--- src/rtl/channel_rate_gate_macros.svh ---
// assertion macros for the rate gate rtl
`ifndef CHANNEL_RATE_GATE_MACROS_SVH
`define CHANNEL_RATE_GATE_MACROS_SVH

// consequent checked in the same cycle as the antecedent
`define CRG_ASSERT_NOW(label, clk, rst, ante, cons, msg) \
   label: assert property (@(posedge clk) disable iff (rst) (ante) |-> (cons)) \
      else $error(msg);

// consequent checked in the cycle after the antecedent
`define CRG_ASSERT_NEXT(label, clk, rst, ante, cons, msg) \
   label: assert property (@(posedge clk) disable iff (rst) (ante) |=> (cons)) \
      else $error(msg);

`endif

--- src/rtl/crg_pkg.sv ---
// shared types and constants of the channel rate gate
`default_nettype none

package crg_pkg;

   localparam int SLOTS_DEF = 16;
   localparam int SLOT_W    = 4;
   localparam int KEY_W     = 32;
   localparam int TIME_W    = 64;
   localparam int BYTES_W   = 31;
   localparam int MODE_W    = 2;
   localparam int IVL_W     = 32;
   localparam int CNT_W     = 32;

   localparam logic CMD_LOAD = 1'b1;

   localparam logic [MODE_W-1:0] MODE_ALWAYS    = MODE_W'(0);
   localparam logic [MODE_W-1:0] MODE_ON_DEMAND = MODE_W'(1);

   typedef struct packed {
      logic                     cmd;
      logic [KEY_W-1:0]         channel_key;
      logic signed [TIME_W-1:0] time_us;
      logic [BYTES_W-1:0]       msg_size;
      logic [SLOT_W-1:0]        slot;
      logic [MODE_W-1:0]        mode;
      logic [IVL_W-1:0]         interval_us;
      logic                     to_base;
   } req_type;

   typedef struct packed {
      logic              forward;
      logic              matched;
      logic              dir_out;
      logic              on_demand_out;
      logic [SLOT_W-1:0] slot_out;
      logic [CNT_W-1:0]  msg_total;
      logic [CNT_W-1:0]  byte_total;
   } rsp_type;

   // one table entry as held in the slot memory
   typedef struct packed {
      logic [MODE_W-1:0] mode;
      logic [IVL_W-1:0]  interval;
      logic              dir;
      logic [TIME_W-1:0] last_send;
      logic [CNT_W-1:0]  msg_count;
      logic [CNT_W-1:0]  byte_count;
   } entry_type;

   typedef struct packed {
      logic      forward;
      logic      demand_fwd;
      entry_type entry;
   } upd_type;

endpackage

`default_nettype wire

--- src/rtl/crg_ram.sv ---
// generic single-write, single-read ram with registered read data
`default_nettype none

module crg_ram #(
   parameter int WIDTH = 8,
   parameter int DEPTH = 16,
   localparam int AW = (DEPTH > 1) ? $clog2(DEPTH) : 1
) (
   input  wire logic             clock,
   input  wire logic             we,
   input  wire logic [AW-1:0]    waddr,
   input  wire logic [WIDTH-1:0] wdata,
   input  wire logic             re,
   input  wire logic [AW-1:0]    raddr,
   output logic      [WIDTH-1:0] rdata
);

   logic [WIDTH-1:0] mem_ff [DEPTH];
   logic [WIDTH-1:0] rdata_ff;

   always_ff @(posedge clock) begin
      if (we) begin
         mem_ff[waddr] <= wdata;
      end
      if (re) begin
         rdata_ff <= mem_ff[raddr];
      end
   end

   assign rdata = rdata_ff;

endmodule

`default_nettype wire

--- src/rtl/crg_key_match.sv ---
// key registers with valid bits, parallel compare and first-hit encoder
`default_nettype none

module crg_key_match #(
   parameter int SLOTS = 16,
   localparam int IDX_W = (SLOTS > 1) ? $clog2(SLOTS) : 1
) (
   input  wire logic                     clock,
   input  wire logic                     reset,
   input  wire logic                     load_en,
   input  wire logic [IDX_W-1:0]         load_idx,
   input  wire logic [crg_pkg::KEY_W-1:0] load_key,
   input  wire logic                     cmp_en,
   input  wire logic [crg_pkg::KEY_W-1:0] cmp_key,
   output logic                          hit_any,
   output logic      [IDX_W-1:0]         hit_idx
);

   import crg_pkg::*;

   logic [SLOTS-1:0] valid_ff;
   logic [KEY_W-1:0] key_ff [SLOTS];
   logic [SLOTS-1:0] hit_ff;
   logic [SLOTS-1:0] hit_in;

   always_comb begin
      for (int i = 0; i < SLOTS; i++) begin
         hit_in[i] = valid_ff[i] && (key_ff[i] == cmp_key);
      end
   end

   always_ff @(posedge clock) begin
      if (reset) begin
         valid_ff <= '0;
      end else if (load_en) begin
         valid_ff[load_idx] <= 1'b1;
      end
      if (load_en) begin
         key_ff[load_idx] <= load_key;
      end
      if (cmp_en) begin
         hit_ff <= hit_in;
      end
   end

   // lowest slot wins
   always_comb begin
      hit_idx = '0;
      for (int i = SLOTS - 1; i >= 0; i--) begin
         if (hit_ff[i]) begin
            hit_idx = IDX_W'(i);
         end
      end
   end

   assign hit_any = |hit_ff;

endmodule

`default_nettype wire

--- src/rtl/crg_update.sv ---
// forwarding decision and counter update for one table entry
`default_nettype none

module crg_update (
   input  wire crg_pkg::entry_type          entry,
   input  wire logic [crg_pkg::TIME_W-1:0]  time_us,
   input  wire logic [crg_pkg::BYTES_W-1:0] msg_size,
   output crg_pkg::upd_type                 upd
);

   import crg_pkg::*;

   logic [TIME_W:0] gap;
   logic            gap_over;

   // exact signed difference, one extra bit so it never wraps
   assign gap = {time_us[TIME_W-1], time_us} - {entry.last_send[TIME_W-1], entry.last_send};
   assign gap_over = !gap[TIME_W] && (gap[TIME_W-1:0] > TIME_W'(entry.interval));

   always_comb begin
      upd.entry      = entry;
      upd.forward    = 1'b0;
      upd.demand_fwd = 1'b0;
      case (entry.mode)
         MODE_ALWAYS: begin
            upd.forward = 1'b1;
         end
         MODE_ON_DEMAND: begin
            upd.forward    = 1'b1;
            upd.demand_fwd = 1'b1;
         end
         default: begin
            // rate limited, both remaining codes
            upd.forward = gap_over;
            if (gap_over) begin
               upd.entry.last_send = time_us;
            end
         end
      endcase
      if (upd.forward) begin
         upd.entry.msg_count  = entry.msg_count + CNT_W'(1);
         upd.entry.byte_count = entry.byte_count + CNT_W'(msg_size);
      end
   end

endmodule

`default_nettype wire

--- src/rtl/channel_rate_gate.sv ---
// channel rate gate top level: sequencer, slot memory and result register
// a message runs through the match, read and modify steps (match and read only when no key
//   matches), a load through the load step, before its result is registered; a new beat is
//   taken only once the previous item has left these steps
// reset clears the slot valid bits at once; no clearing pass, entries are written by loads
// a finished result sits in the output register while the next beat is taken
`default_nettype none
`include "channel_rate_gate_macros.svh"

module channel_rate_gate #(
   parameter int SLOTS = crg_pkg::SLOTS_DEF
) (
   input  wire logic             clock,
   input  wire logic             reset,
   input  wire logic             req_valid,
   output logic                  req_stall,
   input  wire crg_pkg::req_type req_data,
   output logic                  rsp_valid,
   input  wire logic             rsp_stall,
   output crg_pkg::rsp_type      rsp_data
);

   import crg_pkg::*;

   localparam int IDX_W   = (SLOTS > 1) ? $clog2(SLOTS) : 1;
   localparam int EXT_W   = (IDX_W > SLOT_W) ? IDX_W : SLOT_W;
   localparam int ENTRY_W = $bits(entry_type);

   typedef enum logic [2:0] {
      ST_IDLE,
      ST_LOAD,
      ST_MATCH,
      ST_READ,
      ST_MODIFY,
      ST_DONE
   } state_type;

   state_type        state_ff, state_in;
   req_type          req_ff, req_in;
   logic [IDX_W-1:0] idx_ff, idx_in;
   rsp_type          res_ff, res_in;
   rsp_type          rsp_ff, rsp_in;
   logic             rsp_valid_ff, rsp_valid_in;

   // result built this cycle, and whether there is one
   rsp_type          new_res;
   logic             have_res;
   logic             out_free;

   // load path
   logic [EXT_W-1:0] slot_ext;
   logic [IDX_W-1:0] load_idx;
   logic             load_ok;
   entry_type        load_entry;

   // match and memory
   logic             hit_any;
   logic [IDX_W-1:0] hit_idx;
   logic [EXT_W-1:0] idx_ext;
   logic             ram_we;
   logic [IDX_W-1:0] ram_waddr;
   logic [ENTRY_W-1:0] ram_wdata;
   logic [ENTRY_W-1:0] ram_rbits;
   entry_type        ram_rdata;
   upd_type          upd;

   // slot decode, loads beyond the table are dropped
   assign slot_ext = EXT_W'(req_ff.slot);
   assign load_idx = slot_ext[IDX_W-1:0];
   assign load_ok  = (32'(req_ff.slot) < 32'(SLOTS));
   assign idx_ext  = EXT_W'(idx_ff);

   // a load starts the slot afresh: send time and counters zero
   always_comb begin
      load_entry          = '0;
      load_entry.mode     = req_ff.mode;
      load_entry.interval = req_ff.interval_us;
      load_entry.dir      = req_ff.to_base;
   end

   crg_key_match #(
      .SLOTS (SLOTS)
   ) u_match (
      .clock    (clock),
      .reset    (reset),
      .load_en  ((state_ff == ST_LOAD) && load_ok),
      .load_idx (load_idx),
      .load_key (req_ff.channel_key),
      .cmp_en   (state_ff == ST_MATCH),
      .cmp_key  (req_ff.channel_key),
      .hit_any  (hit_any),
      .hit_idx  (hit_idx)
   );

   // write on load, or on write-back of a forwarded message
   assign ram_we    = ((state_ff == ST_LOAD) && load_ok) ||
                      ((state_ff == ST_MODIFY) && upd.forward);
   assign ram_waddr = (state_ff == ST_LOAD) ? load_idx : idx_ff;
   assign ram_wdata = (state_ff == ST_LOAD) ? ENTRY_W'(load_entry) : ENTRY_W'(upd.entry);

   crg_ram #(
      .WIDTH (ENTRY_W),
      .DEPTH (SLOTS)
   ) u_slot_ram (
      .clock (clock),
      .we    (ram_we),
      .waddr (ram_waddr),
      .wdata (ram_wdata),
      .re    (state_ff == ST_READ),
      .raddr (hit_idx),
      .rdata (ram_rbits)
   );

   assign ram_rdata = entry_type'(ram_rbits);

   crg_update u_update (
      .entry    (ram_rdata),
      .time_us  (req_ff.time_us),
      .msg_size (req_ff.msg_size),
      .upd      (upd)
   );

   // output register can take a result when empty or being drained
   assign out_free = !rsp_valid_ff || !rsp_stall;

   always_comb begin
      state_in     = state_ff;
      req_in       = req_ff;
      idx_in       = idx_ff;
      res_in       = res_ff;
      rsp_in       = rsp_ff;
      rsp_valid_in = rsp_valid_ff && rsp_stall;
      new_res      = '0;
      have_res     = 1'b0;

      case (state_ff)
         ST_IDLE: begin
            if (req_valid) begin
               req_in   = req_data;
               state_in = (req_data.cmd == CMD_LOAD) ? ST_LOAD : ST_MATCH;
            end
         end
         ST_LOAD: begin
            new_res.slot_out = req_ff.slot;
            have_res         = 1'b1;
         end
         ST_MATCH: begin
            state_in = ST_READ;
         end
         ST_READ: begin
            // entry read issued here, data back next cycle
            idx_in = hit_idx;
            if (hit_any) begin
               state_in = ST_MODIFY;
            end else begin
               have_res = 1'b1;
            end
         end
         ST_MODIFY: begin
            new_res.forward       = upd.forward;
            new_res.matched       = 1'b1;
            new_res.dir_out       = upd.forward && ram_rdata.dir;
            new_res.on_demand_out = upd.demand_fwd;
            new_res.slot_out      = idx_ext[SLOT_W-1:0];
            new_res.msg_total     = upd.entry.msg_count;
            new_res.byte_total    = upd.entry.byte_count;
            have_res              = 1'b1;
         end
         ST_DONE: begin
            if (out_free) begin
               rsp_valid_in = 1'b1;
               rsp_in       = res_ff;
               state_in     = ST_IDLE;
            end
         end
         default: begin
            state_in = ST_IDLE;
         end
      endcase

      // finished result goes straight out, or parks until the port drains
      if (have_res) begin
         if (out_free) begin
            rsp_valid_in = 1'b1;
            rsp_in       = new_res;
            state_in     = ST_IDLE;
         end else begin
            res_in   = new_res;
            state_in = ST_DONE;
         end
      end
   end

   always_ff @(posedge clock) begin
      req_ff <= req_in;
      idx_ff <= idx_in;
      res_ff <= res_in;
      rsp_ff <= rsp_in;
      if (reset) begin
         state_ff     <= ST_IDLE;
         rsp_valid_ff <= 1'b0;
      end else begin
         state_ff     <= state_in;
         rsp_valid_ff <= rsp_valid_in;
      end
   end

   // one item in flight at a time
   assign req_stall = (state_ff != ST_IDLE);
   assign rsp_valid = rsp_valid_ff;
   assign rsp_data  = rsp_ff;

   `CRG_ASSERT_NEXT(a_one_in_flight, clock, reset, req_valid && !req_stall, req_stall,
      "beat taken while an item is still in flight")
   `CRG_ASSERT_NOW(a_unmatched_zero, clock, reset, rsp_valid && !rsp_data.matched,
      !rsp_data.forward && !rsp_data.dir_out && !rsp_data.on_demand_out &&
      (rsp_data.msg_total == '0) && (rsp_data.byte_total == '0),
      "unmatched or load result carries nonzero fields")
   `CRG_ASSERT_NOW(a_flags_need_match, clock, reset, rsp_valid && (rsp_data.on_demand_out || rsp_data.dir_out),
      rsp_data.forward && rsp_data.matched,
      "on-demand or direction flag without a forwarded match")
   `CRG_ASSERT_NOW(a_result_from_item, clock, reset, $rose(rsp_valid), $past(req_stall),
      "result appeared with no item in flight")

endmodule

`default_nettype wire

--- config.mk ---
export PLATFORM = sky130hd
export DESIGN_NAME = channel_rate_gate
export DESIGN_NICKNAME = d
export VERILOG_FILES = /design/src/rtl/crg_pkg.sv /design/src/rtl/crg_ram.sv /design/src/rtl/crg_key_match.sv /design/src/rtl/crg_update.sv /design/src/rtl/channel_rate_gate.sv
export VERILOG_INCLUDE_DIRS = /design/src /design/src/rtl
export SDC_FILE = /design/constraint.sdc
export NUM_CORES = 2
export LEC_CHECK = 0
export BUFFER_PORTS_ARGS = -buffer_cell sky130_fd_sc_hd__buf_2
export CORE_MARGIN = 1
export CORE_UTILIZATION = 59
export DETAILED_ROUTE_END_ITERATION = 8
export GPL_TIMING_DRIVEN = 0
export PLACE_DENSITY_LB_ADDON = 0.1
export SLEW_MARGIN = 20
export SYNTH_ARGS = -nofsm -noshare
export SYNTH_HDL_FRONTEND = slang
export SYNTH_HIERARCHICAL = 1
export SYNTH_SLANG_ARGS = --single-unit
--- constraint.sdc ---
create_clock -name clock -period 33.4 [get_ports clock]
set_input_delay 6.68 -clock clock [delete_from_list [all_inputs] [get_ports clock]]
set_output_delay 6.68 -clock clock [all_outputs]
set_load 0.005 [all_outputs]
# Word-level counts from Yosys, hierarchy flattened

Memory sizes are Yosys's and may differ from the RTL's. A register that Yosys moved wholly into a read port is not among the register bits.
Index checks and enable logic that the tools add are counted.

Flip-flop bits (word level): 350
Memory bits (writable): 3120
Input port bits: 171
Output and inout port bits: 74
Logic and storage cells: 146
Memories kept: 2

$add $sub $neg: 3
$lt $le $gt $ge: 3
Equal/unequal tests: 26
Multiplexer cells: 49
Bitwise logic cells: 2
Reductions and logical operators: 35

Memory list:

| name              | depth | bits a word | rd ports | clocked after Yosys merged registers in | wr ports | line                | RTL |
|---|---|---|---|---|---|---|---|
| u_slot_ram.mem_ff | 16    | 163         | 1        | 1                                       | 1        | crg_ram.sv:18       | `logic [WIDTH-1:0] mem_ff [DEPTH];` |
| u_match.key_ff    | 16    | 32          | 16       | 0                                       | 1        | crg_key_match.sv:22 | `logic [KEY_W-1:0] key_ff [SLOTS];` |

Operator list:

| kind                  | count |
|---|---|
| $eq 32x32->1          | 16 |
| $mux 72               | 4 |
| $mux 64               | 4 |
| $mux 163              | 1 |
| $mux 4                | 18 |
| $sub 64x64->65        | 1 |
| $gt 64x32->1          | 1 |
| $add 32x1->32 const B | 1 |
| $add 32x31->32        | 1 |
| $logic_and 1x1->1     | 21 |
| $or 16x16->16         | 1 |
| $reduce_or 16->1      | 1 |
| $mux 3                | 5 |
| $pmux 3 s5            | 1 |
| $mux 1                | 12 |
| $ne 3x3->1 const B    | 3 |
| $pmux 4 s2            | 1 |
| $eq 3x2->1 const B    | 2 |
| $eq 3x3->1 const B    | 2 |
| $lt 4x5->1 const B    | 1 |
| $demux 1 s4           | 1 |
| $ge 4x1->1 const B    | 1 |
| $reduce_and 2->1      | 2 |
| $reduce_and 4->1      | 1 |
| 12 further kinds      | 16 |

# Longest topological paths before layout

Depth after elaboration: 16
Depth in mapped cells: 31

# Hierarchy

Netlist, hierarchy kept.

By module, submodules not included:

| module            | times used | cells each | area each (um^2) |
|---|---|---|---|
| crg_ram           | 1          | 4253       | 102553.4 |
| crg_key_match     | 1          | 1384       | 22925.7 |
| channel_rate_gate | 1          | 861        | 12441.9 |
| crg_update        | 1          | 1300       | 8790.9 |

# Least setup slack after synthesis

OpenSTA, ideal clock, no wires.

Path kind: reg2reg
Start point: register u_slot_ram.rdata_ff[64], in the netlist u_slot_ram/rdata[64], read port of u_slot_ram.mem_ff
End point: memory u_slot_ram/mem_ff[0][0] (netlist name), enable pin
Library setup time: 0.885 ns
Arrival: 15.919 ns
Required time: 32.515 ns
Setup slack: 16.595 ns
Stages on the path, launching flop included: 29
Path buffers: 1
Clock period less this slack: 16.805 ns
Cell sequence: edfxtp_1 ha_1 fa_1 nand2b_1 a21o_1 a211oi_2 nor3_1 nand2b_1 or2_2 nand2b_1 a31oi_1 xnor2_1 ha_1 nand3_1 nor4_1 nand2_1 nor3_1 nor4_1 o211ai_1 a2111oi_0 o2111a_1 nand4_1 o32ai_2 buf_4 inv_2 nand2_1 o21ai_0 or3b_2 nor3_1

RTL lines:

| what        | line          | RTL |
|---|---|---|
| from (decl) | crg_ram.sv:19 | `logic [WIDTH-1:0] rdata_ff;` |
| to (decl)   | crg_ram.sv:18 |  |

==> flow_summary_export.csv <==
group,metric,value,unit
status,status,"complete, no violations",
routing,vias,81700,
worst_setup_path,critPathArrivalTime,10.84,ns
timing,finClkSkew,0.0559,ns
routing,drt_iter0_markers,11100,
clocking,cts_buffers,378,
global_routing,grt_pass1_vias,79600,
layout,drive_gt1_share,24.2,%
clocking,worstSkewPairLatency,0.96,ns
global_routing,antenna_found_initial,27,
timing,timing.fmax,98.7,MHz
placed_design,gp_congestion,0.907,
power_and_ir_drop,p_leak,55.7,nW
clocking,cts_tree,"yes",
yosys,yosys_warnings,6,
worst_setup_path,cp_max_fo,11,
yosys,synthCells,7798,
worst_setup_path,critPathCaptureType,"register",
clocking,clockBufferDepth,4,
timing,hold_viol_final,0,
global_routing,grtUsageTotal,33.4,%
floorplanning,pin_count,245,
power_and_ir_drop,powerDensity,63.0,mW/mm2
routing,drc,0,
floorplanning,core,0.247,mm2
routing,postRouteWirelength,416000,um
yosys,ys_async_sr_fraction,0,%
worst_setup_path,slowest_delay,0.83,ns
placed_design,hpwlAfterDp,277000,um
yosys,avgSynthCellArea,18.8,um2
yosys,yosysSeqAreaShare,73.7,%
yosys,synth_top_area_share,72.5,%
floorplanning,num_rows,182,
yosys,synth.largest_area_cell,"edfxtp_1",
yosys,ys_seq_elements,3633,
clocking,ctsHoldBuffers,0,
routing,viasPerCell,6.60,
worst_setup_path,startpoint_type,"register",
timing,finalCriticalPeriod,10.14,ns
power_and_ir_drop,vdd_drop_max,72.7,uV
routing,dr_wl_met2,196000,um
timing,rsz0062_at_grt,"no",
power_and_ir_drop,power.total,0.0107,W
yosys,syn_area,0.147,mm2
timing,final_max_slew_viol_count,0,
floorplanning,die_area,0.251,mm2
routing,drt-met1-wl,161000,um
worst_setup_path,path_common_cell,"buf_4",
routing,wl_per_cell,33.7,um
routing,dr.pass1.iters,5,
floorplanning,die_h,501,um
placed_design,port_buffers,244,
job,max_cap_violations,0,
clocking,cts.sinks,3633,
yosys,synth_nets,8099,
global_routing,grt-ovfl-total,0,
clocking,cts-root-buf,"clkbuf_16",
clocking,cts_setup_buffers,0,
global_routing,grt_pass1_wl,584000,um
layout,final_nets,9023,
routing,wl_met3,44900,um
floorplanning,initial_core_util,59.5,%
clocking,path_clk_slew,0.06,ns
worst_setup_path,critical_path_class,"register to register",
worst_setup_path,crit_required,34.11,ns
yosys,synth-edff-count,3541,
timing,setup_viol,0,
timing,maxSlewHeadroom,12.5,%
timing,period_share,30.3,%
clocking,htreeDepth,5,
layout,area_growth,15.7,%
routing,ant_nets,0,
timing,worst_pin_slew,1.30,ns
routing,dr.max_layer_used,"met5",
worst_setup_path,cpMaxStageDelayCell,"o32ai_4",
hold_path,hold_path_class,"register to register",
yosys,yosys-top-cells-area,"edfxtp_1, mux4_2, xnor2_1",
floorplanning,die_w,501,um
global_routing,grt_max_degree,49,
layout,utilization,68.8,%
yosys,yosysUniqueCellTypes,90,
yosys,ys.flop_type,"edfxtp_1",
clocking,postCtsResizedCells,0,
[synth_stat cells, drive strengths merged (17+ instances only)]
library cell	number
xnor2	488
and3	68
buf	298
nand2	298
xor2	116
a221o	48
o21ai	121
a21oi	136
edfxtp	3541
o211ai	56
mux4	615
or3	17
a32oi	24
nand4	136
o21bai	17
clkbuf	135
ha	128
a211oi	31
inv	156
and2	61
nor4	60
o21a	21
mux2i	93
mux2	107
nand2b	21
a22oi	289
a21o	42
dfxtp	92
nor2b	151
nor2	145
nor3	52
nand3	61
nor3b	19
o22ai	27
[through the flow]
step	TNS, ns	std cells	worst slack (ns)	hold slack [ns]	area [um2]
2_1_floorplan	0	7798	16.60	0.440	147000
3_3_place_gp	-569.34	11400	-1.30	0.449	152000
3_5_place_dp	0	11700	23.38	0.454	157000
4_1_cts	0	12300	23.32	0.448	169000
5_1_grt	0	12300	22.91	0.478	170000
6_report	0	12400	23.26	0.453	170000
[state kept, by name (all words and copies together), names as in the netlist]
| signal | count |
|---|---|
| idx_ext | 4 |
| load_entry | 35 |
| load_idx | 4 |
| req_ff | 127 |
| res_ff | 72 |
| rsp_data | 72 |
| rsp_valid | 1 |
| state_ff | 3 |
| u_match/hit_ff | 16 |
| u_match/key_ff | 512 |
| u_match/valid_ff | 16 |
| u_slot_ram/mem_ff | 2608 |
| u_slot_ram/rdata | 163 |
[cells in the final DEF (no fill, tap or decap), drive strengths merged, types with 143 or more instances in the layout]
cell type	instances
xnor2	488
inv	167
edfxtp	3541
buf	841
clkbuf	603
nor2	145
nor2b	151
a22oi	289
mux4	615
nand2	298
clkinv	143
[final cells by class]
type	count	area [um2]
Sequential cell	3633	108000
Fill cell	15600	76900
Multi-Input combinational cell	3576	35700
Clock buffer	467	10000
Timing Repair Buffer	544	6110
Tap cell	3312	4140
Buffer	433	2580
Clock inverter	212	2290
Inverter	156	586
Antenna cell	31	77.6
[metal layers]
layer / global-route usage [%] / vias to the layer above
met4: 11.1 / 8
met1: 47.5 / 42800
met2: 52.1 / 4907
met5: 0 / -
li1: - / 33200
met3: 6.90 / 708
[critical path: cells and delay by family (launching register included)]
family	cells	cell delay [ns]
xor+xnor	1	0.12
flops	1	0.43
simple gates	8	1.88
compound gates	13	4.28
fa+ha+maj	2	0.54
buf+inv	12	2.58
[report_power, final]
group / switching (W) / total [W] / internal (W)
Clock: 0.00173 / 0.00420 / 0.00248
Sequential: 0.0000860 / 0.00537 / 0.00528
Combinational: 0.000720 / 0.00112 / 0.000400
Total: 0.00253 / 0.0107 / 0.00816
[cells by family after synthesis]
| kind of cell | Yosys count | share of synthesized area [%] |
|---|---|---|
| AO/OA/AOI/OAI | 895 | 4.32 |
| XOR/XNOR | 604 | 3.65 |
| adder cells (fa/ha/maj) | 130 | 1.12 |
| buffers and inverters | 589 | 2.15 |
| flip-flops | 3633 | 73.7 |
| multiplexers | 815 | 10.9 |
| AND/OR/NAND/NOR | 1132 | 4.13 |
[final timing paths]
check / from / end / slack [ns] / depth (start not counted)
worst max-delay path: u_slot_ram/rdata[82]$_DFFE_PP_ / u_slot_ram/mem_ff[12][70]$_DFFE_PP_ / 23.26 / 36
worst min-delay path: res_ff[70]$_DFFE_PP_ / rsp_data[70]$_DFF_P_ / 0.45 / 1
worst max register to register: u_slot_ram/rdata[82]$_DFFE_PP_ / u_slot_ram/mem_ff[12][70]$_DFFE_PP_ / 23.26 / 36
worst min register to register: res_ff[70]$_DFFE_PP_ / rsp_data[70]$_DFF_P_ / 0.45 / 1
No activity file was read; power rests on OpenSTA's default activity.
